<file path="src/rtl/fsla_pkg.sv">
// shared types, constants and helpers for the four-state logic alu
// no dependencies
`default_nettype none

package fsla_pkg;

  localparam int unsigned Width = 32;
  localparam int unsigned ShW   = $clog2(Width);

  typedef enum logic [4:0] {
    FN_AND    = 5'd0,
    FN_OR     = 5'd1,
    FN_XOR    = 5'd2,
    FN_NOT    = 5'd3,
    FN_EQ     = 5'd4,
    FN_NE     = 5'd5,
    FN_CASEEQ = 5'd6,
    FN_CASENE = 5'd7,
    FN_LAND   = 5'd8,
    FN_LOR    = 5'd9,
    FN_LNOT   = 5'd10,
    FN_LT     = 5'd11,
    FN_GT     = 5'd12,
    FN_LE     = 5'd13,
    FN_GE     = 5'd14,
    FN_SHL    = 5'd15,
    FN_SHR    = 5'd16,
    FN_ADD    = 5'd17,
    FN_SUB    = 5'd18,
    FN_MUL    = 5'd19,
    FN_DIV    = 5'd20,
    FN_MOD    = 5'd21,
    FN_NEG    = 5'd22
  } func_e;

  // three-valued truth: zero, one, unknown
  typedef enum logic [1:0] {
    TV_0 = 2'd0,
    TV_1 = 2'd1,
    TV_X = 2'd2
  } tri_e;

  typedef enum logic [1:0] {
    KIND_DONE = 2'd0,
    KIND_DIV  = 2'd1,
    KIND_MOD  = 2'd2
  } kind_e;

  typedef struct packed {
    logic [4:0]       func;
    logic [Width-1:0] a_value;
    logic [Width-1:0] a_unknown;
    logic [Width-1:0] b_value;
    logic [Width-1:0] b_unknown;
  } req_t;

  typedef struct packed {
    logic [Width-1:0] r_value;
    logic [Width-1:0] r_unknown;
    logic             r_has_unknown;
  } rsp_t;

  // one pipeline slot: finished result or divider working set
  typedef struct packed {
    logic             vld;
    kind_e            kind;
    logic [Width-1:0] rv;
    logic [Width-1:0] ru;
    logic [Width-1:0] rem;
    logic [Width-1:0] quo;
    logic [Width-1:0] dvs;
  } stage_t;

  function automatic tri_e truth_of(logic [Width-1:0] v, logic [Width-1:0] u);
    tri_e t;
    if ((v & ~u) != '0) t = TV_1;
    else if (u != '0)   t = TV_X;
    else                t = TV_0;
    return t;
  endfunction

  function automatic tri_e invert3(tri_e t);
    tri_e r;
    unique case (t)
      TV_0:    r = TV_1;
      TV_1:    r = TV_0;
      default: r = TV_X;
    endcase
    return r;
  endfunction

endpackage

`default_nettype wire

</file>
<file path="src/rtl/fsla_div_stage.sv">
// one restoring-division step with its pipeline register, one quotient bit
// depends on fsla_pkg
`default_nettype none

module fsla_div_stage (
  input  wire logic             clk_i,
  input  wire logic             rst_ni,
  input  wire logic             en_i,
  input  wire fsla_pkg::stage_t stage_i,
  output fsla_pkg::stage_t      stage_o
);
  import fsla_pkg::*;

  logic [Width:0]   part, diff;
  logic             ge;
  stage_t           stage_d, stage_q;
  logic             vld_q;

  // shift the next dividend bit into the partial remainder
  assign part = {stage_i.rem, stage_i.quo[Width-1]};
  assign ge   = part >= {1'b0, stage_i.dvs};
  assign diff = part - {1'b0, stage_i.dvs};

  always_comb begin
    stage_d     = stage_i;
    stage_d.rem = ge ? diff[Width-1:0] : part[Width-1:0];
    stage_d.quo = {stage_i.quo[Width-2:0], ge};
  end

  always_ff @(posedge clk_i or negedge rst_ni) begin
    if (!rst_ni) begin
      vld_q <= 1'b0;
    end else if (en_i) begin
      vld_q <= stage_i.vld;
    end
  end

  always_ff @(posedge clk_i) begin
    if (en_i) begin
      stage_q <= stage_d;
    end
  end

  always_comb begin
    stage_o     = stage_q;
    stage_o.vld = vld_q;
  end

endmodule

`default_nettype wire

</file>
<file path="config.mk">
export PLATFORM = sky130hd
export DESIGN_NAME = fsla_div_stage
export DESIGN_NICKNAME = d
export VERILOG_FILES = /design/src/rtl/fsla_pkg.sv /design/src/rtl/fsla_div_stage.sv
export SDC_FILE = /design/constraint.sdc
export NUM_CORES = 1
export LEC_CHECK = 0
export BUFFER_PORTS_ARGS = -buffer_cell sky130_fd_sc_hd__buf_2
export CELL_PAD_IN_SITES_DETAIL_PLACEMENT = 0
export CELL_PAD_IN_SITES_GLOBAL_PLACEMENT = 1
export CORE_MARGIN = 5
export CORE_UTILIZATION = 39
export DETAILED_ROUTE_END_ITERATION = 6
export GPL_ROUTABILITY_DRIVEN = 0
export PLACE_DENSITY = 0.91
export SYNTH_ARGS = -nofsm -noshare
export SYNTH_HDL_FRONTEND = slang
export SYNTH_SLANG_ARGS = --single-unit
export TNS_END_PERCENT = 5
</file>
<file path="constraint.sdc">
create_clock -name clk_i -period 1.95 [get_ports clk_i]
set_input_delay 0.0975 -clock clk_i [delete_from_list [all_inputs] [get_ports clk_i]]
set_output_delay 0.0975 -clock clk_i [all_outputs]
set_load 0.01 [all_outputs]
</file>
---- Yosys cells after proc, flatten, opt, wreduce, memory -nomap -nowiden ----
Index checks and enable logic that the tools add are counted.
word-level totals
  register bits ........................... 163
  output and inout port bits .............. 163
  input port bits ......................... 166
operators by class
  add/sub/neg operators ................... 1
  multiplexer cells ....................... 1
  $lt $le $gt $ge ......................... 1
operator list
  cell              number
  $ge A33 B32 Y1    1
  $mux W32          1
  $sub A32 B32 Y32  1

---- Longest topological paths before layout ----
  word-level depth ........................ 2
  depth in mapped cells ................... 13
  depth with buffers taken out ............ 12

---- Least setup slack after synthesis ----
OpenSTA, ideal clock, no wires.
  path type ............................... input port to flip-flop
  start point ............................. in stage_i[7] (netlist name)
  end point ............................... reg stage_q, in the netlist stage_o[77] (data pin)
  setup slack ............................. -0.923 ns
  cell stages on the path ................. 12
  setup time .............................. 0.262 ns
  arrival time ............................ 2.611 ns
  cell sequence ........................... inv_1 ha_1 buf_2 nand4_1 or4_1 a21oi_1 nor3_1 a211oi_2 o21ai_2 o31ai_4 buf_4 mux2_1
RTL lines
  what                    RTL line              RTL
  start: declaration      fsla_div_stage.sv:9   input wire fsla_pkg::stage_t stage_i,
  end signal: assignment  fsla_div_stage.sv:40  stage_q <= stage_d;
  end: declaration        fsla_div_stage.sv:16  stage_t stage_d, stage_q;

==> impl_metrics.py <==
metrics = {
    "grt": {
        "gr-usage-met3": 0.07421,
        "grt_antenna_before_repair": 6,
        "grt_pass1_wl_um": 39790,
        "grt_max_degree": 44,
        "grt_pass1_vias": 6823,
        "use_met2": 0.4333,
        "grtUsageTotal": 0.2443,
        "gr-usage-met1": 0.2716,
        "overflow": 0,
        "top_usage_layer": "met2",
    },
    "critical_path": {
        "timing.rr.end": "vld_q$_DFFE_PN0P_",
        "worst_setup_path_start_kind": "input port",
        "worstReg2RegStart": "vld_q$_DFFE_PN0P_",
        "cp_max_fo": 3,
        "critPathArrivalTime_ns": 2.66,
        "r2r_setup_slack_ns": 1.16,
        "endpoint_kind": "flop",
        "required_ns": 2.13,
        "ff2ff_path_depth": 1,
        "crit_type": "input port to flop",
    },
    "logic_synthesis": {
        "synth-edff-count": 162,
        "yosys_warnings": 0,
        "ys_types": 49,
        "synth.cell_area_sq_mm": 0.007118,
        "synth_top_flop_cell": "edfxtp_1",
        "ys_ff_latch": 163,
        "syn_nets": 709,
        "synthArstFlopShare": 0.006135,
        "ys_seq_area_frac": 0.6869,
        "synth_area_per_cell_sq_um": 13.96,
        "netlist_instances": 510,
    },
    "place": {
        "port_buffers": 328,
        "dp_slack_ns": -1.140,
        "place_inst": 1147,
        "dp_hpwl_um": 18260,
    },
    "floorplan": {
        "core_area_sq_mm": 0.01796,
        "row_count": 49,
        "start_util": 0.3963,
        "die_h_um": 145.1,
        "die_w_um": 145.1,
        "pin_count": 329,
        "dieArea_sq_mm": 0.02105,
    },
    "layout": {
        "nets": 1278,
        "multi_input_area_sq_mm": 0.002193,
        "final_cell_mix": "buf_2, edfxtp_1, dlygate4sd3_1",
        "final_common_cell": "buf_2",
        "layoutNonFillerInstCount": 1322,
        "fillers": 1292,
        "drive_gt1_frac": 0.4588,
        "area_delta_synth_final_pct": 67.87,
        "regArea_sq_mm": 0.004890,
    },
    "clock_network": {
        "cts_made_buffers": 17,
        "cts_root_buf": "clkbuf_16",
        "cts_sinks": 163,
        "clk_pin_slew_ns": 0.07,
        "htree_levels": 4,
        "clk_latency_ns": 0.43,
        "clockBufferDepth": 2,
        "cts_tree": "done",
    },
    "power_and_ir_drop": {
        "peakVddDrop_mv": 0.5298,
        "p_seq_frac": 0.442,
        "intPower_mw": 7.053,
        "p_leak_nw": 5.334,
        "switching_share": 0.2833,
        "switchingPower_mw": 2.788,
        "p_per_area_mw_per_mm2": 823.6,
        "p_comb_frac": 0.226,
        "power_mw": 9.841,
        "p_clk_frac": 0.332,
    },
    "timing": {
        "drv_slew": 0,
        "fmax_ghz": 0.4041,
        "fin_crit_ns": 2.475,
        "finalHoldViolations": 0,
        "finalCritPeriodShare": 1.269,
        "fin_worst_skew_ns": 0,
        "relSlewSlack": 0.5972,
        "rsz0062_at_grt": "true",
        "worstMarginPinSlew_ns": 0.6014,
        "setup_violations": 33,
        "fin_ws_ns": -0.5249,
    },
    "hold_path": {
        "holdPathStages": 3,
        "hold_start": "stage_i[94]",
        "min_to": "stage_o[95]$_DFFE_PP_",
        "hold_path.class": "input port to flop",
    },
    "outcome": {
        "status": "complete, but fails checks",
        "violations": "negative setup slack",
    },
    "route": {
        "vias_per_cell": 4.980,
        "first_pass_iters": 5,
        "drt_wl_total_um": 26350,
        "drc": 0,
        "ant_nets": 0,
        "wire_per_inst_um": 19.93,
        "route.vias.total": 6584,
        "drt_iter0_drc": 408,
    },
    "flow_run": {
        "cap_violations": 0,
    },
}
## how the worst max path moves through the flow
| stage | to | start | slack (ns) | cells after the start |
|---|---|---|---|---|
| floorplan | stage_o[77]$_DFFE_PP_ | stage_i[7] | -0.81 | 12 |
| global placement | stage_o[94]$_DFFE_PP_ | stage_i[63] | -0.98 | 13 |
| detailed placement | stage_o[94]$_DFFE_PP_ | stage_i[0] | -1.14 | 12 |
| CTS | stage_o[70]$_DFFE_PP_ | stage_i[81] | -0.50 | 11 |
| global route | stage_o[67]$_DFFE_PP_ | stage_i[8] | -0.63 | 12 |
| finish | stage_o[94]$_DFFE_PP_ | stage_i[63] | -0.52 | 13 |
## what timing repair did
item / CTS / global route
setup buffers: 3 / 1
endpoints found under the setup margin: 33 / 33
pin swaps: 10 / 3
gates resized for setup: 19 / 4
cloned: 0 / 0
hold buffers: 138 / 0
endpoints found under the hold margin: 137 / 0
## final cells by class
type,instances,share of cell area
Clock buffer,18,0.03592
Tap cell,229,0.02398
Antenna cell,1,0.0002094
Timing Repair Buffer,569,0.3227
Inverter,38,0.01257
Clock inverter,14,0.01183
Sequential cell,163,0.4092
Multi-Input combinational cell,290,0.1836
## power groups by stage
| stage | logic [mW] | clock network [mW] | registers [mW] |
|---|---|---|---|
| finish | 2.22 | 3.27 | 4.34 |
| global route | 2.38 | 3.50 | 4.37 |
| CTS | 2.19 | 3.29 | 4.33 |
| detailed placement | 1.91 | 0 | 4.41 |
| global placement | 1.88 | 0 | 4.39 |
| floorplan | 0.709 | 0 | 4.60 |
## flip-flops by register name, indices dropped and copies added (netlist names)
name,cells
stage_o,162
vld_q,1
## per-stage QoR
stage / setup TNS, ns / hold WS [ns] / utilization / cell area [sq um]
after global placement: -28.26 / -0.1276 / 0.5484 / 9852
after floorplan: -23.52 / -0.1981 / - / 7283
after CTS: -13.52 / 0.004137 / 0.6635 / 11920
after detailed placement: -29.31 / -0.1213 / 0.5484 / 9852
final: -14.09 / 0.01922 / 0.6652 / 11950
after global routing: -17.76 / 0.01806 / 0.6650 / 11950
## cells by family after synthesis
group	count (synthesis)	synth area share
fa+ha+maj	33	0.05906
simple gates	99	0.06539
mux	12	0.01881
flops	163	0.6869
compound gates	119	0.1028
xor+xnor	27	0.03322
buf+inv	57	0.03375
## worst max-delay path: stages
cell	delay [ns]
buf_2	0.09
inv_1	0.06
ha_4	0.17
fa_2	0.37
nand2b_4	0.17
a21oi_4	0.16
o21ai_2	0.08
o311a_1	0.40
a31oi_4	0.24
a21oi_4	0.10
o41ai_4	0.37
xor2_1	0.11
mux2_4	0.26
## layer usage
metal | vias to the layer above | wire [um]
li1 | 3041 | -
met1 | 3152 | 9412
met2 | 319 | 13820
met3 | 62 | 2008
met5 | - | 62
met4 | 10 | 1042
## cells in the mapped netlist (4+ instances only)
cell,number,area (sq um)
edfxtp_1,162,4865
nand3_1,8,40.04
buf_2,8,40.04
a21oi_1,56,280.3
nand4_1,8,50.05
nand2_1,26,97.59
a31oi_1,5,31.28
xor2_1,12,105.1
o211ai_1,4,30.03
inv_1,38,142.6
clkbuf_1,6,22.52
a21o_1,12,90.09
xnor2_1,15,131.4
mux2_1,4,45.04
ha_1,32,400.4
o21ai_0,16,80.08
o21a_1,6,45.04
mux2_2,7,78.83
buf_4,4,30.03
nor2_1,35,131.4
nor4_1,4,25.02
Power figures use the tool's default switching activity.
