<file path="config.mk">
export PLATFORM = sky130hd
export DESIGN_NAME = fsla_decode
export DESIGN_NICKNAME = d
export VERILOG_FILES = /design/src/rtl/fsla_pkg.sv /design/src/rtl/fsla_decode.sv
export SDC_FILE = /design/constraint.sdc
export NUM_CORES = 2
export LEC_CHECK = 0
export ABC_CLOCK_PERIOD_IN_PS = 1800
export BUFFER_PORTS_ARGS = -buffer_cell sky130_fd_sc_hd__buf_2
export CORE_UTILIZATION = 35
export CTS_CLUSTER_DIAMETER = 40
export DETAILED_ROUTE_END_ITERATION = 10
export GPL_TIMING_DRIVEN = 0
export SLEW_MARGIN = 40
export SYNTH_ARGS = -nofsm -noshare
export SYNTH_HDL_FRONTEND = slang
export SYNTH_SLANG_ARGS = --single-unit
</file>
<file path="constraint.sdc">
create_clock -name clk_i -period 1.8 [get_ports clk_i]
set_clock_uncertainty 0.15 [all_clocks]
set_input_delay 0.09 -clock clk_i [delete_from_list [all_inputs] [get_ports clk_i]]
set_output_delay 0.09 -clock clk_i [all_outputs]
set_load 0.01 [all_outputs]
</file>
<file path="src/rtl/fsla_pkg.sv">
// shared types, constants and helpers for the four-state logic alu
// no dependencies
`default_nettype none

package fsla_pkg;

  localparam int unsigned Width = 32;
  localparam int unsigned ShW   = $clog2(Width);

  typedef enum logic [4:0] {
    FN_AND    = 5'd0,
    FN_OR     = 5'd1,
    FN_XOR    = 5'd2,
    FN_NOT    = 5'd3,
    FN_EQ     = 5'd4,
    FN_NE     = 5'd5,
    FN_CASEEQ = 5'd6,
    FN_CASENE = 5'd7,
    FN_LAND   = 5'd8,
    FN_LOR    = 5'd9,
    FN_LNOT   = 5'd10,
    FN_LT     = 5'd11,
    FN_GT     = 5'd12,
    FN_LE     = 5'd13,
    FN_GE     = 5'd14,
    FN_SHL    = 5'd15,
    FN_SHR    = 5'd16,
    FN_ADD    = 5'd17,
    FN_SUB    = 5'd18,
    FN_MUL    = 5'd19,
    FN_DIV    = 5'd20,
    FN_MOD    = 5'd21,
    FN_NEG    = 5'd22
  } func_e;

  // three-valued truth: zero, one, unknown
  typedef enum logic [1:0] {
    TV_0 = 2'd0,
    TV_1 = 2'd1,
    TV_X = 2'd2
  } tri_e;

  typedef enum logic [1:0] {
    KIND_DONE = 2'd0,
    KIND_DIV  = 2'd1,
    KIND_MOD  = 2'd2
  } kind_e;

  typedef struct packed {
    logic [4:0]       func;
    logic [Width-1:0] a_value;
    logic [Width-1:0] a_unknown;
    logic [Width-1:0] b_value;
    logic [Width-1:0] b_unknown;
  } req_t;

  typedef struct packed {
    logic [Width-1:0] r_value;
    logic [Width-1:0] r_unknown;
    logic             r_has_unknown;
  } rsp_t;

  // one pipeline slot: finished result or divider working set
  typedef struct packed {
    logic             vld;
    kind_e            kind;
    logic [Width-1:0] rv;
    logic [Width-1:0] ru;
    logic [Width-1:0] rem;
    logic [Width-1:0] quo;
    logic [Width-1:0] dvs;
  } stage_t;

  function automatic tri_e truth_of(logic [Width-1:0] v, logic [Width-1:0] u);
    tri_e t;
    if ((v & ~u) != '0) t = TV_1;
    else if (u != '0)   t = TV_X;
    else                t = TV_0;
    return t;
  endfunction

  function automatic tri_e invert3(tri_e t);
    tri_e r;
    unique case (t)
      TV_0:    r = TV_1;
      TV_1:    r = TV_0;
      default: r = TV_X;
    endcase
    return r;
  endfunction

endpackage

`default_nettype wire

</file>
<file path="src/rtl/fsla_decode.sv">
// first stage: decodes the operation, evaluates all but divide and modulo
// depends on fsla_pkg
`default_nettype none

module fsla_decode (
  input  wire logic           clk_i,
  input  wire logic           rst_ni,
  input  wire logic           en_i,
  input  wire logic           valid_i,
  input  wire fsla_pkg::req_t req_i,
  output fsla_pkg::stage_t    stage_o
);
  import fsla_pkg::*;

  logic [Width-1:0] av, au, bv, bu, a1, a0, b1, b0, prod;
  logic             anyu;
  tri_e             t, ta, tb;
  stage_t           stage_d, stage_q;
  logic             vld_q;

  assign av   = req_i.a_value;
  assign au   = req_i.a_unknown;
  assign bv   = req_i.b_value;
  assign bu   = req_i.b_unknown;
  assign a1   = av & ~au;
  assign a0   = ~av & ~au;
  assign b1   = bv & ~bu;
  assign b0   = ~bv & ~bu;
  assign anyu = (au | bu) != '0;
  assign prod = av * bv;
  assign ta   = truth_of(av, au);
  assign tb   = truth_of(bv, bu);

  always_comb begin
    stage_d      = '0;
    stage_d.vld  = valid_i;
    stage_d.kind = KIND_DONE;
    stage_d.rv   = '0;
    stage_d.ru   = '1;
    stage_d.quo  = av;
    stage_d.dvs  = bv;
    t            = TV_X;
    unique case (func_e'(req_i.func))
      FN_AND: begin
        stage_d.rv = a1 & b1;
        stage_d.ru = ~(a1 & b1 | a0 | b0);
      end
      FN_OR: begin
        stage_d.rv = a1 | b1;
        stage_d.ru = ~(a1 | b1 | (a0 & b0));
      end
      FN_XOR: begin
        stage_d.ru = au | bu;
        stage_d.rv = (av ^ bv) & ~(au | bu);
      end
      FN_NOT: begin
        stage_d.ru = au;
        stage_d.rv = a0;
      end
      FN_EQ, FN_NE: begin
        if (((av ^ bv) & ~au & ~bu) != '0) t = TV_0;
        else if (anyu)                      t = TV_X;
        else                                t = TV_1;
        if (func_e'(req_i.func) == FN_NE) t = invert3(t);
      end
      FN_CASEEQ: t = (av == bv && au == bu) ? TV_1 : TV_0;
      FN_CASENE: t = (av == bv && au == bu) ? TV_0 : TV_1;
      FN_LAND: begin
        if (ta == TV_0 || tb == TV_0)      t = TV_0;
        else if (ta == TV_1 && tb == TV_1) t = TV_1;
        else                               t = TV_X;
      end
      FN_LOR: begin
        if (ta == TV_1 || tb == TV_1)      t = TV_1;
        else if (ta == TV_0 && tb == TV_0) t = TV_0;
        else                               t = TV_X;
      end
      FN_LNOT: t = invert3(ta);
      FN_LT: t = anyu ? TV_X : ((av <  bv) ? TV_1 : TV_0);
      FN_GT: t = anyu ? TV_X : ((av >  bv) ? TV_1 : TV_0);
      FN_LE: t = anyu ? TV_X : ((av <= bv) ? TV_1 : TV_0);
      FN_GE: t = anyu ? TV_X : ((av >= bv) ? TV_1 : TV_0);
      FN_SHL, FN_SHR: begin
        if (bu != '0) begin
          stage_d.ru = '1;
        end else if (bv >= Width[Width-1:0]) begin
          stage_d.rv = '0;
          stage_d.ru = '0;
        end else if (func_e'(req_i.func) == FN_SHL) begin
          stage_d.rv = av << bv[ShW-1:0];
          stage_d.ru = au << bv[ShW-1:0];
        end else begin
          stage_d.rv = av >> bv[ShW-1:0];
          stage_d.ru = au >> bv[ShW-1:0];
        end
      end
      FN_ADD: if (!anyu) begin
        stage_d.rv = av + bv;
        stage_d.ru = '0;
      end
      FN_SUB: if (!anyu) begin
        stage_d.rv = av - bv;
        stage_d.ru = '0;
      end
      FN_MUL: if (!anyu) begin
        stage_d.rv = prod;
        stage_d.ru = '0;
      end
      FN_DIV: if (!anyu && bv != '0) stage_d.kind = KIND_DIV;
      FN_MOD: if (!anyu && bv != '0) stage_d.kind = KIND_MOD;
      FN_NEG: if (au == '0) begin
        stage_d.rv = '0 - av;
        stage_d.ru = '0;
      end
      default: ;
    endcase
    // single-bit operations land in bit 0
    unique case (func_e'(req_i.func))
      FN_EQ, FN_NE, FN_CASEEQ, FN_CASENE, FN_LAND, FN_LOR, FN_LNOT,
      FN_LT, FN_GT, FN_LE, FN_GE: begin
        stage_d.rv = {{(Width-1){1'b0}}, t == TV_1};
        stage_d.ru = {{(Width-1){1'b0}}, t == TV_X};
      end
      default: ;
    endcase
  end

  always_ff @(posedge clk_i or negedge rst_ni) begin
    if (!rst_ni) begin
      vld_q <= 1'b0;
    end else if (en_i) begin
      vld_q <= stage_d.vld;
    end
  end

  always_ff @(posedge clk_i) begin
    if (en_i) begin
      stage_q <= stage_d;
    end
  end

  always_comb begin
    stage_o     = stage_q;
    stage_o.vld = vld_q;
  end

endmodule

`default_nettype wire

</file>
# Word level (Yosys, flattened, before mapping)
# Cells that the tools add are included.
[word_totals]
out_inout_bits = 163
regBits = 131
inputBits = 137
wordCells = 132
[op_classes]
multipliers = 1
n_eq_ne = 29
n_lt_le_gt_ge = 5
n_addsub = 3
muxes = 38
n_bitwise = 22
n_reduce_logical = 22
n_shift = 4
[ops]
columns = ["cell", "count"]
rows = [
  ["$pmux W64 S9", 1],
  ["$mux W64", 6],
  ["$and A32 B32 Y32", 9],
  ["$not A32 Y32", 7],
  ["$reduce_bool A32 Y1", 7],
  ["$or A32 B32 Y32", 5],
  ["$eq A32 B32 Y1", 2],
  ["$mux W32", 2],
  ["$shl A32 B5 Y32", 2],
  ["$shr A32 B5 Y32", 2],
  ["$eq A5 B4 Y1 const B", 8],
  ["$eq A5 B5 Y1 const B", 7],
  ["$mux W2", 17],
  ["$mux W33", 1],
  ["$add A32 B32 Y32", 1],
  ["$ge A32 B32 Y1", 1],
  ["$ge A32 B6 Y1 const B", 1],
  ["$gt A32 B32 Y1", 1],
  ["$le A32 B32 Y1", 1],
  ["$logic_not A32 Y1", 1],
  ["$lt A32 B32 Y1", 1],
  ["$mul A32 B32 Y32", 1],
  ["$sub A1 B32 Y32 const A", 1],
  ["$sub A32 B32 Y32", 1],
  ["other kinds (16)", 38],
]

# Longest topological paths before layout
[depth]
ltp_word = 12
depth_mapped = 30
depth_no_buf = 26

# Least setup slack after synthesis
# OpenSTA, ideal clock, no wires.
[synth_timing]
kind = "input to register"
startpoint = "input req_i[34] in the netlist's numbering"
endpoint = "register stage_q, in the netlist stage_o[159], data pin"
arrival_ns = 7.699
path_slack_ns = -6.310
t_required_ns = 1.389
cell_stages = 27
path_cell_list = "clkbuf_1 -> inv_1 -> buf_2 -> buf_1 -> buf_1 -> clkbuf_1 -> nor2_1 -> fa_1 -> inv_1 -> fa_1 -> fa_1 -> fa_1 -> inv_1 -> ha_1 -> ha_1 -> fa_1 -> fa_1 -> ha_1 -> a21o_1 -> a221oi_1 -> o21ai_0 -> a311oi_1 -> o31ai_1 -> nor4_1 -> o41ai_1 -> xnor2_1 -> a221o_1"
[synth_via]
elab_chain_cells = 5
word_cells_on_any_way = 13
cone_classes = "add/sub (2); mul (1); order compare (1); shift (2); mux (7)"
[synth_rtl]
columns = ["element", "line_no", "rtl"]
rows = [
  ["start: declaration", "fsla_decode.sv:10", "input wire fsla_pkg::req_t req_i,"],
  ["parallel branches: the longest is 4 deep, another holds $mul A32 B32 Y32", "--", ""],
  ["$pmux W64 S9 (*)", "fsla_decode.sv:43", "unique case (func_e'(req_i.func))"],
  ["end signal: assignment", "fsla_decode.sv:138", "stage_q <= stage_d;"],
  ["end: declaration", "fsla_decode.sv:18", "stage_t stage_d, stage_q;"],
]
# Mark *: on every way between the ends.
# A chain may end at the register's enable or synchronous reset.

# Final worst setup path
[layout_timing]
startpoint = "input req_i[34] in the netlist's numbering"
endpoint = "register stage_q, in the netlist stage_o[158], data pin"
# Same word-level chain as after synthesis.

==> impl_metrics.csv <==
group,metric,value,unit
finish,final_util,49.20,%
setup_path,slowest_stage,"fa_1",
global_routing,antenna_found_initial,46,
clock_network,cts_buffer_depth,2,
power_and_ir_drop,powerDensity,2467,mW/mm²
route,ant_nets,0,
sta,slew_headroom,24.51,%
route,wl_per_cell,45.70,µm
run_status,violations,"setup timing",
flow_run,maxCapViolCount,0,
finish,layout_common_cells,"inv_1 (456), nor2_1 (392), fa_1 (392)",
global_routing,grt_first_pass_wirelength,376000,µm
synth,seq_area_frac_synth,11.07,%
placed_design,placed_cell_area,0.04070,mm²
sta,fmax,130.2,MHz
power_and_ir_drop,vdd_drop_max,0.007782,V
die,die_w,320.5,µm
clock_network,numCtsBuffers,17,
worst_hold_path,hp-class,"input port to flip-flop",
finish,num-fill-cells,9538,
placed_design,gp_congestion,1.162,
power_and_ir_drop,leakage,20.60,nW
global_routing,grt_pass1_vias,40520,
synth,synth.cell_area,0.03550,mm²
sta,finalWorstSetupSlack,-5.879,ns
run_status,status,"complete, but fails checks",
global_routing,grt_overflow_total,0,
clock_network,clock_latency,0.54,ns
sta,post-route-min-period,7.679,ns
clock_network,cts_tree,"yes",
sta,maxSlewViolCount,0,
setup_path,crit_type,"input port to flip-flop",
sta,worstMarginPinSlew,1.132,ns
die,coreArea,0.1003,mm²
route,vias,43690,
synth,synth-main-ff-cell,"edfxtp_1",
clock_network,htree_num_levels,4,
placed_design,dpl.hpwl,223700,µm
setup_path,required,1.92,ns
clock_network,cts-root-buf,"clkbuf_16",
synth,ys_ff_latch,131,
sta,post-route-period-util,426.6,%
placed_design,portBuffers,251,
clock_network,cts_num_sinks,131,
finish,fin_nets,5755,
synth,avgSynthCellArea,8.053,µm²
global_routing,grt_use_total,55.45,%
synth,synth_cell_types,80,
die,start_util,35.39,%
die,num_rows,116,
setup_path,cp_max_fo,6,
clock_network,cts.clk_slew.worst_paths,0.09,ns
die,die_area,0.1027,mm²
setup_path,endpoint_kind,"flip-flop",
synth,synth-edff-count,130,
global_routing,grt_max_degree,72,
route,viasPerCell,6.835,
die,die-height,320.5,µm
die,ios,300,
sta,setup_tns,-165.94,ns
route,drt-total-wl,292100,µm
route,dr.pass1.iters,11,
finish,area_growth,39.01,%
setup_path,crit_top_cell,"fa_1",
finish,final_common_cell,"inv_1",
setup_path,cpPeakStageDelay,0.60,ns
route,drt-initial-drc-count,7605,
route,drc,0,
finish,drive_above_1_share,30.51,%
sta,rsz0062_at_grt,"true",
sta,finalHoldViolations,0,
synth,synth_async_sr_flop_share,0.7634,%
setup_path,critPathArrivalTime,7.80,ns
synth,synth_cells,4408,
sta,finalSetupViolCount,66,
setup_path,crit_path_start_kind,"input port",
synth,ys_warn_count,0,
finish,final_area,0.04935,mm²
==> Yosys cell counts, types with 17 or more instances <==
cell type  instances  area (µm²)
mux2i_1           86       860.8
or3_1             17       106.4
nor4_1            62       387.9
fa_1             410        8208
xor2_1            65       569.3
a31oi_1           74       462.9
xnor2_1           96       840.8
o21ai_0          253        1266
buf_2             18       90.09
buf_1             55       206.5
a221oi_1          30       262.8
o221ai_1          38       332.8
nand2b_1          53       331.6
nor2_1           435        1633
ha_1             220        2753
a21oi_1          268        1341
nor2b_1           26       162.7
inv_1            519        1948
o22ai_1           60       375.4
and2_1           225        1408
a211oi_1          37       277.8
edfxtp_1         130        3904
clkbuf_1         284        1066
nand3_1           48       240.2
a21o_1            30       225.2
nand2_1          357        1340
mux4_2            73        1644
nand4_1           29       181.4
nor3_1           106       530.5
buf_4             33       247.7
o211ai_1          28       210.2
==> sequential cells by signal (all words and copies together), names as in the netlist <==
name and flops:
vld_q 1, stage_o 130
==> path summary, 6_finish.rpt <==
path / start / endpoint / slack [ns] / depth (start not counted)
max reg2reg: vld_q / vld_q / 0.90 / 1
max: req_i[34] / stage_o[158] / -5.88 / 30
max in group asynchronous: rst_ni / vld_q / 1.17 / 3
min in group asynchronous: rst_ni / vld_q / 0.23 / 3
min: req_i[132] / stage_o[96] / 0.04 / 4
min reg2reg: vld_q / vld_q / 0.37 / 1
==> metal layers <==
| metal | share of wire [%] | routed length (µm) | global-route usage (%) |
|---|---|---|---|
| met5 | 0.75 | 2181 | 6.809 |
| met4 | 6.8 | 19810 | 28.65 |
| met3 | 19 | 55600 | 38.14 |
| met2 | 36 | 105100 | 68.84 |
| met1 | 37 | 109400 | 69.51 |
==> report_power, final <==
group | leakage (nW) | internal (mW) | switching [mW]
clock | 0.261 | 1.80 | 2.01
sequential | 1.28 | 3.64 | 0.0605
combinational | 19.1 | 51.8 | 62.4
==> kinds of logic (layout without fill, tap and decap cells) <==
| kind of cell | Yosys count | count (layout) | synth area share (%) |
|---|---|---|---|
| compound gates | 993 | 993 | 17.73 |
| xor+xnor | 161 | 161 | 3.972 |
| fa+ha+maj | 631 | 631 | 30.90 |
| buf+inv | 914 | 1476 | 10.08 |
| flops | 131 | 131 | 11.07 |
| mux | 168 | 168 | 7.342 |
| other cells | 1 | 66 | 0.01056 |
| simple gates | 1409 | 1409 | 18.89 |
==> cell type report <==
cell class	count	area, µm²	area share [%]
Multi-Input combinational cell	3394	32100	65.05
Buffer	389	4448	9.014
Timing Repair Buffer	531	4404	8.925
Sequential cell	131	3929	7.962
Inverter	524	2135	4.326
Tap cell	1357	1698	3.441
Clock buffer	18	429.2	0.8697
Clock inverter	14	117.6	0.2383
Antenna cell	34	85.08	0.1724
==> worst max-delay path, delay by kind of cell <==
kind | cells | cell delay (ns)
AO/OA/AOI/OAI | 5 | 1.01
AND/OR/NAND/NOR | 4 | 0.90
adder cells (fa/ha/maj) | 9 | 3.91
multiplexers | 1 | 0.54
buffers and inverters | 11 | 1.27
==> metrics by stage <==
stage          power (mW)  cells  hold slack, ns  worst slack [ns]
4_1_cts             105.2   6317         0.01676            -5.657
2_1_floorplan       58.18   4439         -0.3556            -5.219
5_1_grt             125.1   6368         0.05378            -5.835
3_3_place_gp        70.27   6047         -0.2855            -8.463
3_5_place_dp        71.94   6056         -0.2830            -8.488
6_report            121.7   6392         0.04003            -5.879
==> what timing repair did <==
action / in CTS / in global routing
hold buffers: 68 / 0
cloned: 5 / 0
pin swaps: 216 / 152
resized for setup: 1099 / 160
setup endpoints to repair: 66 / 66
setup buffers: 159 / 44
hold endpoints to repair: 126 / 0
No activity file was read; power rests on OpenSTA's default activity.
